===== src/sdtq_pkg.sv =====
// Shared types, codes and defaults for the sorted deadline timer queue.
package sdtq_pkg;

  localparam int MAX_TIMERS_DEF = 16;
  localparam int TIME_BITS_DEF  = 32;
  localparam int TICK_CAP       = 16;

  localparam int REQ_W    = 2;
  localparam int SLOT_ID_W = 4;
  localparam int IN_TIME_W = 32;
  localparam int STATUS_W = 2;

  typedef enum logic [REQ_W-1:0] {
    REQ_ADD    = 2'd0,
    REQ_ADJUST = 2'd1,
    REQ_DELETE = 2'd2,
    REQ_TICK   = 2'd3
  } req_t;

  typedef enum logic [STATUS_W-1:0] {
    ST_OK     = 2'd0,
    ST_BUSY   = 2'd1,
    ST_ABSENT = 2'd2
  } status_t;

  typedef enum logic [2:0] {
    S_IDLE,
    S_CHECK,
    S_WALK,
    S_REPLY,
    S_TICK,
    S_TICK_NEXT
  } state_t;

  // Operations on the ordered list, always applied at the head or the tail.
  typedef enum logic [1:0] {
    LOP_NONE,
    LOP_ROT,   // move head entry to the tail
    LOP_DROP,  // discard head entry
    LOP_PUSH   // append the request's entry at the tail
  } list_op_t;

  typedef struct packed {
    logic     latch_req;
    logic     load_status;
    status_t  status;
    logic     start_walk;
    logic     walk_ins;
    logic     busy_set;
    logic     busy_clr;
    list_op_t op;
    logic     tick_start;
    logic     fire;
    logic     emit;
    logic     emit_fire;
    logic     emit_last;
  } cmd_t;

  typedef struct packed {
    req_t req;
    logic slot_ok;
    logic slot_busy;
    logic head_match;
    logic head_ge;
    logic rem_zero;
    logic ins;
    logic due;
    logic out_free;
  } sts_t;

endpackage


===== src/sdtq_ctrl.sv =====
// Sequencer for the timer queue: request decode, list walk and tick loop.
module sdtq_ctrl import sdtq_pkg::*; (
  input  logic clk,
  input  logic rst_n,
  input  logic in_valid,
  output logic in_ready,
  input  sts_t sts,
  output cmd_t cmd
);

  state_t state_r, state_nxt;
  logic   check_err;

  always_ff @(posedge clk) begin
    if (!rst_n) begin
      state_r <= S_IDLE;
    end else begin
      state_r <= state_nxt;
    end
  end

  // Request refused before touching the list
  always_comb begin
    unique case (sts.req)
      REQ_ADD: begin
        check_err = !sts.slot_ok || sts.slot_busy;
      end
      REQ_ADJUST, REQ_DELETE: begin
        check_err = !sts.slot_ok || !sts.slot_busy;
      end
      default: begin
        check_err = 1'b0;
      end
    endcase
  end

  always_comb begin
    state_nxt = state_r;
    unique case (state_r)
      S_IDLE: begin
        if (in_valid) state_nxt = S_CHECK;
      end
      S_CHECK: begin
        if (sts.req == REQ_TICK) state_nxt = S_TICK;
        else if (check_err) state_nxt = S_REPLY;
        else state_nxt = S_WALK;
      end
      S_WALK: begin
        if (sts.rem_zero) state_nxt = S_REPLY;
      end
      S_REPLY: begin
        if (sts.out_free) state_nxt = S_IDLE;
      end
      S_TICK: begin
        state_nxt = sts.due ? S_TICK_NEXT : S_REPLY;
      end
      S_TICK_NEXT: begin
        if (sts.out_free) state_nxt = sts.due ? S_TICK : S_IDLE;
      end
      default: begin
        state_nxt = S_IDLE;
      end
    endcase
  end

  always_comb begin
    cmd      = '0;
    in_ready = 1'b0;
    unique case (state_r)
      S_IDLE: begin
        in_ready      = 1'b1;
        cmd.latch_req = in_valid;
      end
      S_CHECK: begin
        cmd.load_status = 1'b1;
        cmd.status      = ST_OK;
        unique case (sts.req)
          REQ_TICK: begin
            cmd.tick_start = 1'b1;
          end
          REQ_ADD: begin
            if (!sts.slot_ok) begin
              cmd.status = ST_ABSENT;
            end else if (sts.slot_busy) begin
              cmd.status = ST_BUSY;
            end else begin
              cmd.start_walk = 1'b1;
              cmd.busy_set   = 1'b1;
            end
          end
          REQ_ADJUST: begin
            if (check_err) begin
              cmd.status = ST_ABSENT;
            end else begin
              cmd.start_walk = 1'b1;
            end
          end
          default: begin
            if (check_err) begin
              cmd.status = ST_ABSENT;
            end else begin
              cmd.start_walk = 1'b1;
              cmd.walk_ins   = 1'b1;
              cmd.busy_clr   = 1'b1;
            end
          end
        endcase
      end
      S_WALK: begin
        if (sts.rem_zero) begin
          if (!sts.ins) cmd.op = LOP_PUSH;
        end else if (sts.head_match) begin
          cmd.op = LOP_DROP;
        end else if (!sts.ins && sts.head_ge) begin
          cmd.op = LOP_PUSH;
        end else begin
          cmd.op = LOP_ROT;
        end
      end
      S_REPLY: begin
        cmd.emit      = sts.out_free;
        cmd.emit_last = 1'b1;
      end
      S_TICK: begin
        cmd.fire = sts.due;
      end
      S_TICK_NEXT: begin
        cmd.emit      = sts.out_free;
        cmd.emit_fire = 1'b1;
        cmd.emit_last = !sts.due;
      end
      default: begin
        cmd = '0;
      end
    endcase
  end

endmodule


===== src/sdtq_datapath.sv =====
// Request registers, slot busy bits, ordered timer list and result register.
module sdtq_datapath import sdtq_pkg::*; #(
  parameter int MAX_TIMERS = MAX_TIMERS_DEF,
  parameter int TIME_BITS  = TIME_BITS_DEF
) (
  input  logic                 clk,
  input  logic                 rst_n,
  input  logic [REQ_W-1:0]     in_req_type,
  input  logic [SLOT_ID_W-1:0] in_slot_id,
  input  logic [IN_TIME_W-1:0] in_expire_time,
  input  logic [IN_TIME_W-1:0] in_now_time,
  input  cmd_t                 cmd,
  output sts_t                 sts,
  output logic                 out_valid,
  input  logic                 out_ready,
  output logic [STATUS_W-1:0]  out_status,
  output logic                 out_expired_valid,
  output logic [SLOT_ID_W-1:0] out_expired_id,
  output logic                 out_last
);

  localparam int SLOT_W = $clog2(MAX_TIMERS);
  // One spare list entry: an adjust may re-enter its timer before the walk
  // reaches and drops the old place, so a full list briefly holds one more.
  localparam int LIST_D = MAX_TIMERS + 1;
  localparam int CNT_W  = $clog2(LIST_D + 1);
  localparam int TICK_W = $clog2(TICK_CAP + 1);

  req_t                 req_r;
  logic [SLOT_ID_W-1:0] slot_r;
  logic [TIME_BITS-1:0] exp_r;
  logic [TIME_BITS-1:0] now_r;

  logic [MAX_TIMERS-1:0] busy_r, busy_nxt;
  logic [SLOT_W-1:0]     id_r [LIST_D];
  logic [SLOT_W-1:0]     id_nxt [LIST_D];
  logic [TIME_BITS-1:0]  tm_r [LIST_D];
  logic [TIME_BITS-1:0]  tm_nxt [LIST_D];
  logic [CNT_W-1:0]      cnt_r, cnt_nxt;
  logic [CNT_W-1:0]      rem_r, rem_nxt;
  logic                  ins_r, ins_nxt;
  logic [TICK_W-1:0]     fired_r, fired_nxt;
  logic [SLOT_W-1:0]     fire_id_r;
  status_t               stat_r;

  logic                  out_valid_r;
  status_t               out_status_r;
  logic                  out_ev_r;
  logic [SLOT_ID_W-1:0]  out_id_r;
  logic                  out_last_r;

  logic                  slot_ok;
  logic [SLOT_W-1:0]     slot_idx;
  logic                  pop, push;
  logic [SLOT_W-1:0]     new_id;
  logic [TIME_BITS-1:0]  new_tm;
  logic [CNT_W-1:0]      tail;

  assign slot_ok  = 32'(slot_r) < 32'(MAX_TIMERS);
  assign slot_idx = SLOT_W'(slot_r);

  assign sts.req        = req_r;
  assign sts.slot_ok    = slot_ok;
  assign sts.slot_busy  = slot_ok && busy_r[slot_idx];
  assign sts.head_match = (id_r[0] == slot_idx);
  assign sts.head_ge    = (tm_r[0] >= exp_r);
  assign sts.rem_zero   = (rem_r == '0);
  assign sts.ins        = ins_r;
  assign sts.due        = (cnt_r != '0) && (fired_r < TICK_W'(TICK_CAP)) &&
                          !(now_r < tm_r[0]);
  assign sts.out_free   = !out_valid_r || out_ready;

  // List moves: pop at the head, push at the tail, both for a rotation
  always_comb begin
    pop    = (cmd.op == LOP_ROT) || (cmd.op == LOP_DROP) || cmd.fire;
    push   = (cmd.op == LOP_ROT) || (cmd.op == LOP_PUSH);
    new_id = (cmd.op == LOP_ROT) ? id_r[0] : slot_idx;
    new_tm = (cmd.op == LOP_ROT) ? tm_r[0] : exp_r;
    tail   = pop ? cnt_r - CNT_W'(1) : cnt_r;
    for (int i = 0; i < LIST_D; i++) begin
      id_nxt[i] = id_r[i];
      tm_nxt[i] = tm_r[i];
      if (pop && i < LIST_D - 1) begin
        id_nxt[i] = id_r[i+1];
        tm_nxt[i] = tm_r[i+1];
      end
      if (push && CNT_W'(i) == tail) begin
        id_nxt[i] = new_id;
        tm_nxt[i] = new_tm;
      end
    end
    cnt_nxt = cnt_r;
    if (pop && !push) cnt_nxt = cnt_r - CNT_W'(1);
    else if (push && !pop) cnt_nxt = cnt_r + CNT_W'(1);
  end

  always_comb begin
    busy_nxt = busy_r;
    if (cmd.busy_set) busy_nxt[slot_idx] = 1'b1;
    if (cmd.busy_clr) busy_nxt[slot_idx] = 1'b0;
    if (cmd.fire) busy_nxt[id_r[0]] = 1'b0;

    rem_nxt = rem_r;
    if (cmd.start_walk) rem_nxt = cnt_r;
    else if (cmd.op == LOP_ROT || cmd.op == LOP_DROP) rem_nxt = rem_r - CNT_W'(1);

    ins_nxt = ins_r;
    if (cmd.start_walk) ins_nxt = cmd.walk_ins;
    else if (cmd.op == LOP_PUSH) ins_nxt = 1'b1;

    fired_nxt = fired_r;
    if (cmd.tick_start) fired_nxt = '0;
    else if (cmd.fire) fired_nxt = fired_r + TICK_W'(1);
  end

  always_ff @(posedge clk) begin
    if (!rst_n) begin
      busy_r      <= '0;
      cnt_r       <= '0;
      rem_r       <= '0;
      ins_r       <= 1'b0;
      fired_r     <= '0;
      out_valid_r <= 1'b0;
    end else begin
      busy_r  <= busy_nxt;
      cnt_r   <= cnt_nxt;
      rem_r   <= rem_nxt;
      ins_r   <= ins_nxt;
      fired_r <= fired_nxt;
      if (cmd.emit) out_valid_r <= 1'b1;
      else if (out_ready) out_valid_r <= 1'b0;
    end
  end

  always_ff @(posedge clk) begin
    for (int i = 0; i < LIST_D; i++) begin
      id_r[i] <= id_nxt[i];
      tm_r[i] <= tm_nxt[i];
    end
    if (cmd.latch_req) begin
      req_r  <= req_t'(in_req_type);
      slot_r <= in_slot_id;
      exp_r  <= TIME_BITS'(in_expire_time);
      now_r  <= TIME_BITS'(in_now_time);
    end
    if (cmd.load_status) stat_r <= cmd.status;
    if (cmd.fire) fire_id_r <= id_r[0];
    if (cmd.emit) begin
      out_status_r <= cmd.emit_fire ? ST_OK : stat_r;
      out_ev_r     <= cmd.emit_fire;
      out_id_r     <= cmd.emit_fire ? SLOT_ID_W'(fire_id_r) : '0;
      out_last_r   <= cmd.emit_last;
    end
  end

  assign out_valid         = out_valid_r;
  assign out_status        = out_status_r;
  assign out_expired_valid = out_ev_r;
  assign out_expired_id    = out_id_r;
  assign out_last          = out_last_r;

endmodule


===== src/sorted_deadline_timer_queue.sv =====
// Top level of the sorted deadline timer queue: sequencer plus datapath.
//
// Usage: one request beat enters on the in_ channel (valid/ready); each request
// produces one or more result beats on the out_ channel (valid/ready), the final
// one flagged by out_last. Add, adjust and delete give a single beat carrying the
// status; a tick gives one beat per fired timer, earliest first, at most 16 per
// tick, or a single empty beat when nothing is due.
//
// Timing: a request is taken when the sequencer is idle. The ordered list is
// walked by rotating it one entry per cycle past its head, so add, adjust and
// delete take longer as more timers are queued. A tick fires each due timer in
// S_TICK and hands its beat on in S_TICK_NEXT. The walk over the list sets the
// rate; requests are handled one at a time.
//
// Reset (rst_n low, synchronous) frees every slot and empties the list; the
// block is usable on the next cycle, no clearing pass is needed.
// Stall: results sit in an output register; while out_ready is low the
// sequencer holds before the next result beat, and a new request is still taken
// once the previous one has handed its last beat to that register.
module sorted_deadline_timer_queue import sdtq_pkg::*; #(
  parameter int MAX_TIMERS = MAX_TIMERS_DEF,
  parameter int TIME_BITS  = TIME_BITS_DEF
) (
  input  logic                 clk,
  input  logic                 rst_n,
  input  logic                 in_valid,
  output logic                 in_ready,
  input  logic [REQ_W-1:0]     in_req_type,
  input  logic [SLOT_ID_W-1:0] in_slot_id,
  input  logic [IN_TIME_W-1:0] in_expire_time,
  input  logic [IN_TIME_W-1:0] in_now_time,
  output logic                 out_valid,
  input  logic                 out_ready,
  output logic [STATUS_W-1:0]  out_status,
  output logic                 out_expired_valid,
  output logic [SLOT_ID_W-1:0] out_expired_id,
  output logic                 out_last
);

  cmd_t cmd;
  sts_t sts;

  // Sequencer: decodes the request, drives the list walk and the tick loop
  sdtq_ctrl u_ctrl (
    .clk      (clk),
    .rst_n    (rst_n),
    .in_valid (in_valid),
    .in_ready (in_ready),
    .sts      (sts),
    .cmd      (cmd)
  );

  // Datapath: slot busy bits, ordered list of (slot, expiry), result register
  sdtq_datapath #(
    .MAX_TIMERS (MAX_TIMERS),
    .TIME_BITS  (TIME_BITS)
  ) u_dp (
    .clk               (clk),
    .rst_n             (rst_n),
    .in_req_type       (in_req_type),
    .in_slot_id        (in_slot_id),
    .in_expire_time    (in_expire_time),
    .in_now_time       (in_now_time),
    .cmd               (cmd),
    .sts               (sts),
    .out_valid         (out_valid),
    .out_ready         (out_ready),
    .out_status        (out_status),
    .out_expired_valid (out_expired_valid),
    .out_expired_id    (out_expired_id),
    .out_last          (out_last)
  );

endmodule

===== config.mk =====
export PLATFORM = sky130hd
export DESIGN_NAME = sorted_deadline_timer_queue
export DESIGN_NICKNAME = d
export VERILOG_FILES = /design/src/sdtq_pkg.sv /design/src/sdtq_ctrl.sv /design/src/sdtq_datapath.sv /design/src/sorted_deadline_timer_queue.sv
export SDC_FILE = /design/constraint.sdc
export NUM_CORES = 1
export LEC_CHECK = 0
export ABC_AREA = 1
export BUFFER_PORTS_ARGS = -buffer_cell sky130_fd_sc_hd__buf_2
export CAP_MARGIN = 30
export CORE_MARGIN = 2
export CORE_UTILIZATION = 60
export DETAILED_ROUTE_END_ITERATION = 10
export GPL_ROUTABILITY_DRIVEN = 0
export PLACE_DENSITY = 0.78
export SETUP_SLACK_MARGIN = 0.4
export SLEW_MARGIN = 40
export SYNTH_ARGS = -nofsm -noshare
export SYNTH_HDL_FRONTEND = slang
export SYNTH_SLANG_ARGS = --single-unit

===== constraint.sdc =====
create_clock -name clk -period 11.05 [get_ports clk]
set_input_delay 0.5525 -clock clk [delete_from_list [all_inputs] [get_ports clk]]
set_output_delay 0.5525 -clock clk [all_outputs]
set_load 0.1 [all_outputs]

## Yosys cells after proc, flatten, opt, wreduce, memory -nomap -nowiden

Memories as Yosys holds them, arrays and structs flattened.
Cells that the tools add are included.

| storage, ports and cells | value |
|---|---|
| flip-flop bits (word level) | 120 |
| RAM bits | 612 |
| bits of input ports | 74 |
| output and inout bits | 10 |
| logic and storage cells | 236 |
| memories | 2 |

| cells by class | value |
|---|---|
| $add $sub $neg | 4 |
| order comparisons | 7 |
| equal/unequal tests | 32 |
| multiplexer cells | 119 |
| bitwise logic cells | 6 |
| reduce and logical (&&, ||, !) cells | 49 |

Memories:

| memory | words | bits a word | rd ports | clocked after memory_dff | wr ports | RTL line | source |
|---|---|---|---|---|---|---|---|
| u_dp.tm_r | 17 | 32 | 17 | 0 | 17 | sdtq_datapath.sv:37 | `logic [TIME_BITS-1:0] tm_r [LIST_D];` |
| u_dp.id_r | 17 | 4 | 17 | 0 | 17 | sdtq_datapath.sv:35 | `logic [SLOT_W-1:0] id_r [LIST_D];` |

Operators by type and width:

| kind | count |
|---|---|
| $mux 32 | 34 |
| $mux 4 | 34 |
| $mux 16 | 3 |
| $eq 4x5->1 const A | 8 |
| $and 16x16->16 | 2 |
| $ge 32x32->1 | 1 |
| $lt 32x32->1 | 1 |
| $not 16->16 | 2 |
| $mux 5 | 5 |
| $logic_and 1x1->1 | 24 |
| $mux 1 | 21 |
| $mux 3 | 7 |
| $eq 3x5->1 const A | 4 |
| $pmux 3 s6 | 1 |
| $or 16x16->16 | 1 |
| $mux 2 | 7 |
| $add 5x1->5 const B | 2 |
| $eq 2x5->1 const A | 2 |
| $logic_not 5->1 | 2 |
| $lt 4x5->1 const B | 2 |
| $sub 5x1->5 const B | 2 |
| $pmux 3 s3 | 1 |
| $demux 1 s4 | 2 |
| $eq 2x2->1 const B | 4 |
| 23 further kinds | 45 |

## Depth between registers and ports, before layout

An unclocked memory read counts as a cell.

| depth | value |
|---|---|
| depth after elaboration | 14 |
| mapped depth | 26 |
| gate-level depth less buffers | 23 |

## Hierarchy

A second synthesis with hierarchy kept.

| second synthesis, totals | value |
|---|---|
| cells, all modules | 2,958 |
| area, all modules | 32,030.7 µm² |

By module, submodules not included:

| module | instances | cells an instance | area an instance (µm²) | seq. area each (µm²) |
|---|---|---|---|---|
| sdtq_datapath | 1 | 2,877 | 31,581.5 | 21,560.7 |
| sdtq_ctrl | 1 | 81 | 449.2 | 60.1 |

## Worst setup path before layout

No wires, ideal clock.

| path | value |
|---|---|
| path kind | reg2reg |
| from | register u_ctrl.state_r[0] |
| to | register u_dp.exp_r[0], enable pin |
| setup time | 0.499 ns |
| data arrival time | 4.861 ns |
| data required time | 10.551 ns |
| slack | 5.690 ns |
| stages on the path, launching flop included | 6 |
| buffers on the path | 0 |
| period minus slack after synthesis | 5.360 ns |
| cells stage by stage | dfxtp_1 -> nor2_1 -> inv_1 -> nor2_1 -> inv_1 -> nor2_1 |

RTL lines:

| item | RTL line | source |
|---|---|---|
| start: declaration | sdtq_ctrl.sv:11 | `state_t state_r, state_nxt;` |
| start signal: assignment | sdtq_ctrl.sv:18 | `state_r <= state_nxt;` |
| end signal: assignment | sdtq_datapath.sv:143 | `exp_r <= TIME_BITS'(in_expire_time);` |
| end: declaration | sdtq_datapath.sv:31 | `logic [TIME_BITS-1:0] exp_r;` |

==> results by group <==
Pwr
  • IR drop worst, VDD: 157 uV
  • Leak: 15.7 nW
  • Cell Pwr Density: 256 nW/um^2

Setup path
  • Crit Path Category: reg -> reg
  • Crit Path Max Fanout: 53
  • WP buf/inv: 4
  • R2r endpoint: u_dp.tm_r[1][57]$_DFFE_PP_
  • CP Launch Point: u_dp.tm_r[0][31]$_DFFE_PP_
  • Critical Path Sink Type: flop
  • Worst R2R Path Depth: 21
  • Crit path arrival time: 6.20 ns
  • Worst R2R Start: u_dp.tm_r[0][31]$_DFFE_PP_
  • Slowest CP cell: buf_4
  • Crit path cell chain: ha_1 > nand2_1 > inv_1 > nand3_1 > nor3_1 > and3_1 > nand4_1 > nand3_1 > nand2_1 > nand3_1 > nand3_1 > ha_2 > nand2_2 > nand2_1 > nand3_4 > nor2_4 > buf_4 > buf_4 > nand2_2 > nand2_1 > buf_4
  • Setup crit end: u_dp.tm_r[1][57]$_DFFE_PP_
  • Largest stage delay on the critical path: 0.57 ns
  • CP Depth: 21
  • Reg2Reg Setup Slack: 5.12 ns
  • Startpoint Class: flop
  • Worst Path Required: 11.32 ns
  • Crit-path leading delay family: simple AND/OR/NAND/NOR gates

Status
  • Outcome: complete, no violations

Logic synthesis
  • Synth Flop Type: edfxtp_1
  • Post-synth top area share: 0.615
  • Syn Inst Count: 3,476
  • Syn_nets: 3,623
  • Synth warnings: 0
  • Seq cells post-synth: 732
  • Synth top area cells: edfxtp_1, nand2_1, nand3_1
  • Syn_area_per_cell: 9.78 um^2
  • Synth cell types: 41
  • Most common cell in the netlist: nand2_1
  • Post-synth top cells: nand2_1, edfxtp_1, nand3_1, inv_1, buf_2
  • Yosys top cell by area: edfxtp_1
  • Asr flop ratio synth: 0
  • EDFF count, synth: 696
  • Seq/Total Area, Yosys: 0.636
  • Synth Cell Area: 34,000 um^2

Timing
  • Fmax: 169 MHz
  • Setup TNS: 0 ns
  • Period minus WS final: 5.93 ns
  • Slew Limit Fails: 0
  • Fin crit share: 0.537
  • Setup-failing EPs final: 0
  • Clk_skew: 0.0253 ns
  • Hold Fails Final Rpt: 0
  • RSZ-0062 raised after global routing: false
  • Rel. slew slack: 0.470
  • Worst slew pin tran: 0.795 ns

Route
  • 1st-iter DRT viols: 1,913
  • Drt pass-1 iters: 5
  • Drt wl/cell: 17.2 um
  • Routed vias/inst: 5.61
  • DRC violations left: 0
  • DRT antenna net count: 0
  • Final wirelength: 73,900 um
  • DR vias: 24,043

Clock network
  • Post-CTS Setup Inserts: 0
  • Clock buffer depth: 3
  • Post-CTS Hold Buffers: 0
  • CTS tree: built
  • CTS root buf: clkbuf_16
  • CTS Buf Count: 75
  • Clock transition at path regs: 0.06 ns
  • H-tree depth: 3
  • Later-pin clock latency in the skew report: 0.62 ns
  • CTS sink cnt: 732
  • CTS resizes: 0

Die
  • IO Pins: 84
  • Die Height: 242 um
  • Core Rows: 87
  • Core ar.: 56,200 um^2
  • Die area: 58,600 um^2
  • Die width: 242 um
  • Starting Density: 0.605

Worst hold path
  • Hold Crit Start: in_now_time[15]
  • Min-delay worst type: in -> reg

Global routing
  • Initial antenna violation count: 2
  • Global-route wire length before repair: 119,000 um
  • Vias in the first global route: 23,015
  • GRT busiest layer: met2
  • Met2 usage: 0.422
  • GRT Util Overall: 0.253
  • Met1 Use GR: 0.336
  • Largest net degree at the start of global routing: 149
  • Global route overflow: 0
  • Global Route met3 Usage: 0.0436

Final layout
  • Share of cells above drive strength 1: 0.0841
  • Area Overhead vs Synth: 9.97%
  • Finished Layout Cells: 4,288
  • Fillers: 4,148
  • Antenna cells: 0
  • Net count, final: 3,621

Placed design
  • Placed Cells: 4,153
  • Count of buffers from port buffering: 83
  • Detailed Place HPWL: 47,100 um

Flow run
  • Maxcap violations: 0
## final cells by class
| type | instances | area, um^2 | area share |
|---|---|---|---|
| Clock buffer | 91 | 1980 | 0.0530 |
| Clock inverter | 44 | 467 | 0.0125 |
| Inverter | 167 | 627 | 0.0168 |
| Multi-Input combinational cell | 2345 | 10800 | 0.288 |
| Sequential cell | 732 | 21600 | 0.579 |
| Tap cell | 756 | 946 | 0.0253 |
| Timing Repair Buffer | 153 | 965 | 0.0258 |
## state kept, by name (all words and copies together) (netlist names)
register and cells:
u_dp.tm_r 544, u_dp.id_r 68, u_dp.exp_r 32, u_dp.now_r 32, u_dp.busy_r 16, u_dp.cnt_r 5
u_dp.fired_r 5, u_dp.rem_r 5, u_dp.fire_id_r 4, u_dp.out_expired_id 4, u_dp.slot_idx 4, u_ctrl.state_r 3
u_dp.out_status 2, u_dp.req_r 2, u_dp.stat_r 2, u_dp.ins_r 1, u_dp.out_expired_valid 1, u_dp.out_last 1
u_dp.out_valid 1
## logic make-up after synthesis
| group | after synthesis | share of synthesized area |
|---|---|---|
| DFF | 732 | 0.636 |
| xor gates and xnor gates | 8 | 0.00206 |
| AOI/OAI and AO/OA | 153 | 0.0252 |
| buffers and inverters | 399 | 0.0504 |
| and+or+nand+nor | 2111 | 0.259 |
| adders and majority gates | 73 | 0.0269 |
## placed cells by master, fill, tap and decap left out, types with 13 or more instances in the layout
master and n:
a21oi_1 54, clkinv_1 17, buf_4 66, o21ai_1 34, nor2_1 102, ha_1 72, o21ai_0 27, inv_1 163
dfxtp_1 36, nand2_1 1357, clkbuf_1 14, buf_2 83, nand2_2 13, edfxtp_1 696, clkbuf_16 77, nand3_1 612
## metrics by stage
stage | total power, W | utilization | hold WS (ns) | instance area [um^2] | worst slack [ns]
after detailed placement | 0.00704 | 0.621 | 0.459 | 34900 | 5.07
after CTS | 0.00958 | 0.665 | 0.0713 | 37300 | 4.99
final | 0.00956 | 0.665 | 0.110 | 37400 | 5.12
after floorplan | 0.00629 | - | 0.434 | 34000 | 5.69
after global placement | 0.00694 | 0.621 | 0.448 | 34900 | 5.11
after global routing | 0.0101 | 0.665 | 0.0800 | 37400 | 4.57
## layer usage
metal / wire length [um] / share of wire
met5: 24 / 0.00032
met4: 2470 / 0.033
met3: 5730 / 0.078
met2: 35400 / 0.48
met1: 30200 / 0.41
## report_power, final
group	switching (W)	internal [W]	leakage, nW
Sequential	0.000241	0.00419	6.68
Combinational	0.00200	0.000600	7.78
Clock	0.00104	0.00149	1.19
Total	0.00328	0.00628	15.7
## worst min-delay path by stage
stage / endpoint / slack (ns) / cells after the start
detailed placement: u_dp.fired_r[4]$_SDFFE_PP0N_ / 0.46 / 2
global placement: u_dp.fired_r[4]$_SDFFE_PP0N_ / 0.45 / 2
CTS: u_dp.now_r[18]$_DFFE_PP_ / 0.07 / 1
floorplan: u_dp.fired_r[4]$_SDFFE_PP0N_ / 0.43 / 2
finish: u_dp.now_r[15]$_DFFE_PP_ / 0.11 / 1
global route: u_dp.now_r[18]$_DFFE_PP_ / 0.08 / 1
Note: power is estimated with default switching activity, not from simulation.
